$ cat src/hdl/rgba_area_rescaler_core_defines.svh
// Assertion macros for the RGBA area rescaler.
// Depends on nothing; the using module must have clk and arst_n in scope.
`ifndef RGBA_AREA_RESCALER_CORE_DEFINES_SVH
`define RGBA_AREA_RESCALER_CORE_DEFINES_SVH

// Same-cycle implication, disabled during reset
`define RAR_ASSERT_NOW(lbl, ante, cons, msg) \
	lbl: assert property (@(posedge clk) disable iff (!arst_n) (ante) |-> (cons)) \
		else $error(msg);

// Next-cycle implication, disabled during reset
`define RAR_ASSERT_NEXT(lbl, ante, cons, msg) \
	lbl: assert property (@(posedge clk) disable iff (!arst_n) (ante) |=> (cons)) \
		else $error(msg);

`endif

$ cat src/hdl/rar_pkg.sv
// Types, codes and constants shared by the RGBA area rescaler.
// No dependencies.
`timescale 1ns / 1ps

package rar_pkg;

	// command codes
	localparam logic [1:0] CMD_LOAD    = 2'd0;
	localparam logic [1:0] CMD_FETCH   = 2'd1;
	localparam logic [1:0] CMD_RESTART = 2'd2;

	// configuration register indexes
	localparam logic [1:0] REG_SRC_WIDTH  = 2'd0;
	localparam logic [1:0] REG_SRC_HEIGHT = 2'd1;
	localparam logic [1:0] REG_SCALE      = 2'd2;

	// reset values
	localparam logic [6:0]  RST_SRC_WIDTH  = 7'd32;
	localparam logic [6:0]  RST_SRC_HEIGHT = 7'd32;
	localparam logic [12:0] RST_SCALE      = 13'd100;

	// percent unit and reciprocal of 100 (2^27 / 100, rounded down)
	localparam logic [6:0]  PCT       = 7'd100;
	localparam logic [20:0] DIV_RECIP = 21'd1342177;

	typedef struct packed {
		logic [1:0] cmd;
		logic [7:0] red;
		logic [7:0] green;
		logic [7:0] blue;
		logic [7:0] alpha;
	} item_t;

	typedef struct packed {
		logic [7:0] out_red;
		logic [7:0] out_green;
		logic [7:0] out_blue;
		logic [7:0] out_alpha;
		logic       pixel_valid;
		logic       last_pixel;
		logic       size_error;
	} result_t;

	// output row store controls
	typedef struct packed {
		logic clr;
		logic we;
		logic re;
	} row_ctl_t;

	// floor(x / 100): reciprocal estimate is exact or one low, one correction step
	function automatic logic [20:0] div100(input logic [20:0] x);
		logic [41:0] p;
		logic [20:0] q;
		logic [27:0] r;
		p = {21'd0, x} * {21'd0, DIV_RECIP};
		q = {6'd0, p[41:27]};
		r = {7'd0, x} - (28'(q) * 28'(PCT));
		if (r >= 28'(PCT)) q = q + 21'd1;
		return q;
	endfunction

endpackage

$ cat src/hdl/rar_row_store.sv
// Output row store: one scaled row, synchronous read, per-entry valid bits.
// Depends on rar_pkg. Entries not written since the last clear read as zero.
`timescale 1ns / 1ps

module rar_row_store
	import rar_pkg::*;
#(
	parameter int MAX_WIDTH = 64
) (
	input  logic                                    clk,
	input  logic                                    arst_n,
	input  row_ctl_t                                ctl,
	input  logic [((MAX_WIDTH > 1) ? $clog2(MAX_WIDTH) : 1)-1:0] waddr,
	input  logic [31:0]                             wdata,
	input  logic [((MAX_WIDTH > 1) ? $clog2(MAX_WIDTH) : 1)-1:0] raddr,
	output logic [31:0]                             rdata
);

	logic [31:0]          mem [MAX_WIDTH];
	logic [MAX_WIDTH-1:0] vld_q;
	logic [31:0]          rd_q;
	logic                 hit_q;

	// valid bits: cleared per row, set on write
	always_ff @(posedge clk or negedge arst_n) begin
		if (!arst_n) begin
			vld_q <= '0;
			hit_q <= 1'b0;
		end else begin
			if (ctl.clr) begin
				vld_q <= '0;
			end else if (ctl.we) begin
				vld_q[waddr] <= 1'b1;
			end
			if (ctl.re) begin
				hit_q <= vld_q[raddr];
			end
		end
	end

	// storage array
	always_ff @(posedge clk) begin
		if (ctl.we) begin
			mem[waddr] <= wdata;
		end
		if (ctl.re) begin
			rd_q <= mem[raddr];
		end
	end

	assign rdata = hit_q ? rd_q : 32'd0;

endmodule

$ cat config.mk
export PLATFORM = sky130hd
export DESIGN_NAME = rar_row_store
export DESIGN_NICKNAME = d
export VERILOG_FILES = /design/src/hdl/rgba_area_rescaler_core_defines.svh /design/src/hdl/rar_pkg.sv /design/src/hdl/rar_row_store.sv
export SDC_FILE = /design/constraint.sdc
export NUM_CORES = 2
export LEC_CHECK = 0
export BUFFER_PORTS_ARGS = -buffer_cell sky130_fd_sc_hd__buf_4
export CORE_AREA = 3 3 526 528
export DETAILED_ROUTE_END_ITERATION = 8
export DIE_AREA = 0 0 529 531
export PLACE_DENSITY = 0.5
export SKIP_CTS_REPAIR_TIMING = 1
export SLEW_MARGIN = 25
export SYNTH_ARGS = -nofsm -noshare
export SYNTH_HDL_FRONTEND = slang
export SYNTH_SLANG_ARGS = --single-unit
$ cat constraint.sdc
create_clock -name clk -period 2 [get_ports clk]
set_clock_uncertainty 0.2 [all_clocks]
set_input_delay 0.6 -clock clk [delete_from_list [all_inputs] [get_ports clk]]
set_output_delay 0.6 -clock clk [all_outputs]
set_load 0.03 [all_outputs]
* Yosys cells after proc, flatten, opt, wreduce, memory -nomap -nowiden
Memory sizes are Yosys's and may differ from the RTL's. A register that Yosys moved wholly into a read port is not among the register bits.
Cells that the tools add are included.
** Cells by class
- Magnitude comparators :: 3
- Muxes and demuxes :: 9
- Bitwise operators :: 1
- Reductions and logical operators :: 2
** Operators by type and width (number)
- 64-bit 2-to-1 mux :: 2
- 64-bit OR :: 1
- 32-bit 2-to-1 mux :: 1
- 6-bit by 7-bit < comparator with 1-bit output (second input constant) :: 2
- 1-bit binary-select mux with 6-bit select :: 1
- 1-bit demux with 6-bit select :: 1
- 6-bit by 1-bit >= comparator with 1-bit output (second input constant) :: 1
- 1-bit 2-to-1 mux :: 4
- 2-bit nonzero test :: 1
- 1-bit logical AND :: 1
** Word-level totals
- Flip-flop bits (word level) :: 65
- Memory bits (writable) :: 2048
- Input bits :: 49
- Memories kept :: 1
** Memories
- mem :: depth 64, width 32, rd ports 1, clocked after memory_dff 1, wr ports 1, RTL line rar_row_store.sv:19 : logic [31:0] mem [MAX_WIDTH];

* Depth between registers and ports, before layout
- Depth after elaboration :: 7
- Depth in mapped cells :: 9
- Mapped depth without buffers :: 5

* Least setup slack after synthesis
No wires, ideal clock.
- Path kind :: input to register
- Start point :: input waddr[5] (netlist name)
- End point :: memory mem[48][0], enable pin
- Arrival time :: 4.356 ns
- Path slack :: -3.060 ns
- Stages on the path :: 4
- Cell sequence :: clkbuf_1 nand3_1 or2_2 nor4_1
** RTL lines
- start: declaration :: RTL line rar_row_store.sv:13 : input logic [((MAX_WIDTH > 1) ? $clog2(MAX_WIDTH) : 1)-1:0] waddr,
- end: declaration :: RTL line rar_row_store.sv:19
Straight into the memory's write port.

* Final worst setup path
- Start point :: register hit_q
- End point :: output rdata[26]
** On the way
- Cells in the longest elaborated chain, start to end :: 1
** Ends and longest elaborated chain
- start: declaration :: RTL line rar_row_store.sv:22 : logic hit_q;
- start signal: assignment :: RTL line rar_row_store.sv:36 : hit_q <= vld_q[raddr];
- 32-bit 2-to-1 mux :: RTL line rar_row_store.sv:51 : assign rdata = hit_q ? rd_q : 32'd0;
- end: declaration :: RTL line rar_row_store.sv:16 : output logic [31:0] rdata
Every way passes these cells.

==> flow_metrics.env <==
export IMPL_core_area_um2=272900
export IMPL_clk_root_buffer_cell="sky130_fd_sc_hd__clkbuf_16"
export IMPL_crit_family="flip-flops"
export IMPL_timing_max_slew_rel_slack=0.2864
export IMPL_synth_lib_cells_used_distinct=33
export IMPL_antenna_found_initial=22
export IMPL_syn_area_um2=81730
export IMPL_overflow=0
export IMPL_cp_num_buf_inv=3
export IMPL_worst_setup_path_type="reg -> out"
export IMPL_path_clk_slew_ns=0.06
export IMPL_cp_max_fo=6
export IMPL_violations="negative setup slack"
export IMPL_synth_yosys_seq_area_share=0.7841
export IMPL_grt_max_degree=65
export IMPL_place_port_buffers=80
export IMPL_cts_buffers_inserted=221
export IMPL_critPathLaunchType="flop"
export IMPL_timing_critical_path_required_ns=1.20
export IMPL_cts_htree_levels=4
export IMPL_hold_class="in -> reg"
export IMPL_actual_transition_at_the_worst_max_transition_pin_ns=1.068
export IMPL_critPathMaxStageDelay_ns=0.48
export IMPL_timing_critical_path_to_type="primary output"
export IMPL_netlist_instances=3411
export IMPL_number_of_synthesized_flops_with_an_enable_pin=2080
export IMPL_place_detailed_hpwl_mm=153.5
export IMPL_dr_total_vias=40050
export IMPL_ant_nets=0
export IMPL_synthesis_yosys_warnings=0
export IMPL_clock_sinks=2145
export IMPL_finish_utilization=0.3773
export IMPL_most_common_layout_cells="sky130_fd_sc_hd__edfxtp_1 (2080), sky130_fd_sc_hd__mux4_2 (641), sky130_fd_sc_hd__buf_4 (355)"
export IMPL_min_period_over_period=1.394
export IMPL_cells_along_the_critical_path="buf_12 -> buf_12 -> and2_4 -> buf_6"
export IMPL_setup_ws_ns=-0.7880
export IMPL_final_min_clock_period_ns=2.788
export IMPL_slew_violations=0
export IMPL_asyncSetResetFlopFracSynth=0.03030
export IMPL_post_synthesis_to_final_layout_area_growth_pct=25.96
export IMPL_insertion_delay_ns=0.87
export IMPL_timing_critical_path_mode_cell="sky130_fd_sc_hd__buf_12"
export IMPL_grt_first_pass_wirelength_mm=332.2
export IMPL_drc_errors=0
export IMPL_final_fill_count=24510
export IMPL_drv_max_cap_violation_count=0
export IMPL_power_density_nw_per_um2=944.2
export IMPL_post_route_setup_tns_ns=-35.18
export IMPL_synth_flop_cell="sky130_fd_sc_hd__edfxtp_1"
export IMPL_flip_flop_and_latch_count_after_synthesis=2145
export IMPL_dieArea_um2=280900
export IMPL_post_layout_nonfiller_instances=7951
export IMPL_vias_per_cell=5.037
export IMPL_cp_slowest_cell="sky130_fd_sc_hd__dfrtp_2"
export IMPL_ios=81
export IMPL_final_common_cell="sky130_fd_sc_hd__edfxtp_1"
export IMPL_globalplace_congestion=0.7762
export IMPL_first_iteration_detailed_routing_drc_count=4320
export IMPL_final_number_of_hold_violating_endpoints=0
export IMPL_groute_usage_overall=0.1701
export IMPL_first_global_vias=40770
export IMPL_fin_nets=4218
export IMPL_outcome="finished with violations"
export IMPL_die_y_extent_um=531
export IMPL_arrival_time_reported_for_the_critical_path_endpoint_ns=1.99
export IMPL_postSynthAreaPerCell_um2=23.96
export IMPL_drive_above_1_share=0.4215
export IMPL_clock_tree_buffer_depth=3
export IMPL_rsz0062_at_grt="yes"
export IMPL_die_extent_in_x_um=529
export IMPL_peakVddDrop_v=0.0007548
export IMPL_clock_fmax_ghz=0.3587
export IMPL_route_detailed_wl_per_inst_um=30.53
export IMPL_dpl_cell_count=7435
export IMPL_finalWirelength_mm=242.8
export IMPL_synth_net_count=3460
export IMPL_p_leak_nw=33.06
export IMPL_drt_pass1_iterations=5
export IMPL_tritoncts="yes"
export IMPL_core_rowCount=192
export IMPL_initial_utilization=0.2995
export IMPL_setup_viol=65
==> cell type report <==
| type | count | area [µm²] | share of cell area |
|---|---|---|---|
| tap | 3589 | 4491 | 0.04362 |
| inverter | 2 | 7.507 | 0.00007292 |
| clock buffer | 283 | 5874 | 0.05706 |
| multi-input combinational | 1082 | 17800 | 0.1729 |
| timing repair buffer | 717 | 9338 | 0.09070 |
| antenna | 8 | 20.02 | 0.0001945 |
| sequential | 2145 | 64090 | 0.6225 |
| clock inverter | 125 | 1334 | 0.01296 |
==> through the flow <==
stage	hold WS (ns)	cell area [µm²]	total power, mW	setup WS, ns
final	0.04014	103000	97.21	-0.7880
after global routing	0.006712	103000	100.3	-0.8381
after CTS	-0.5964	100900	97.72	-1.154
after detailed placement	0.2844	93690	56.62	-1.995
after global placement	0.2746	93640	56.57	-2.234
after floorplan	0.1044	82390	53.40	-0.8508
==> cell families after synthesis <==
family	count (synthesis)	synth area share
compound gates	94	0.008205
mux	670	0.1803
simple gates	318	0.01678
buf+inv	184	0.01065
flops	2145	0.7841
==> final timing paths <==
check                                      start                     to  slack (ns)  cells past startpoint
min in group asynchronous                 arst_n  vld_q[42]$_DFFE_PN0P_        0.12                      3
max reg2reg                 mem[31][2]$_DFFE_PP_      rd_q[2]$_DFFE_PP_       -0.62                      4
max                            hit_q$_DFFE_PN0P_              rdata[26]       -0.79                      4
min                                    wdata[28]  mem[35][28]$_DFFE_PP_        0.04                      2
max in group asynchronous                 arst_n  vld_q[39]$_DFFE_PN0P_        1.24                      3
min reg2reg                vld_q[60]$_DFFE_PN0P_  vld_q[60]$_DFFE_PN0P_        0.29                      2
==> routing by layer <==
metal	global-route usage	wire length [µm]	up-vias
met5	0	27	-
met4	0.04945	6822	4
met3	0.03506	15180	327
met2	0.2764	118700	1321
met1	0.2312	102000	22180
li1	-	-	16210
==> worst reg2reg max path, delay by kind of cell, from the launching register on <==
kind | cells | cell delay (ns)
AND/OR/NAND/NOR | 1 | 0.12
flip-flops | 1 | 0.38
multiplexers | 2 | 0.98
AO/OA/AOI/OAI | 1 | 0.65
==> Yosys cell counts, types with 6 or more instances <==
master / number / area (µm²)
sky130_fd_sc_hd__and2_1: 37 / 231.5
sky130_fd_sc_hd__nor2b_1: 11 / 68.82
sky130_fd_sc_hd__clkbuf_1: 82 / 307.8
sky130_fd_sc_hd__a31oi_1: 6 / 37.54
sky130_fd_sc_hd__a211oi_1: 13 / 97.59
sky130_fd_sc_hd__nand2_1: 47 / 176.4
sky130_fd_sc_hd__nand3_1: 11 / 55.05
sky130_fd_sc_hd__buf_1: 14 / 52.55
sky130_fd_sc_hd__a21oi_1: 13 / 65.06
sky130_fd_sc_hd__mux4_2: 641 / 14440
sky130_fd_sc_hd__mux2i_1: 24 / 240.2
sky130_fd_sc_hd__buf_2: 66 / 330.3
sky130_fd_sc_hd__nor3_1: 7 / 35.03
sky130_fd_sc_hd__edfxtp_1: 2080 / 62460
sky130_fd_sc_hd__dfrtp_1: 65 / 1627
sky130_fd_sc_hd__nor2_1: 193 / 724.4
sky130_fd_sc_hd__a22oi_1: 50 / 375.4
sky130_fd_sc_hd__buf_4: 14 / 105.1
sky130_fd_sc_hd__buf_6: 6 / 67.56
==> state kept, by name, indices dropped and copies added (netlist names) <==
signal  cells
hit_q       1
rd_q       32
vld_q      64
mem      2048
==> where the power goes <==
group / switching (mW) / internal, mW
Sequential: 0.225 / 49.7
Combinational: 3.32 / 2.92
Clock: 17.5 / 23.6
No activity file was read; power rests on OpenSTA's default activity.
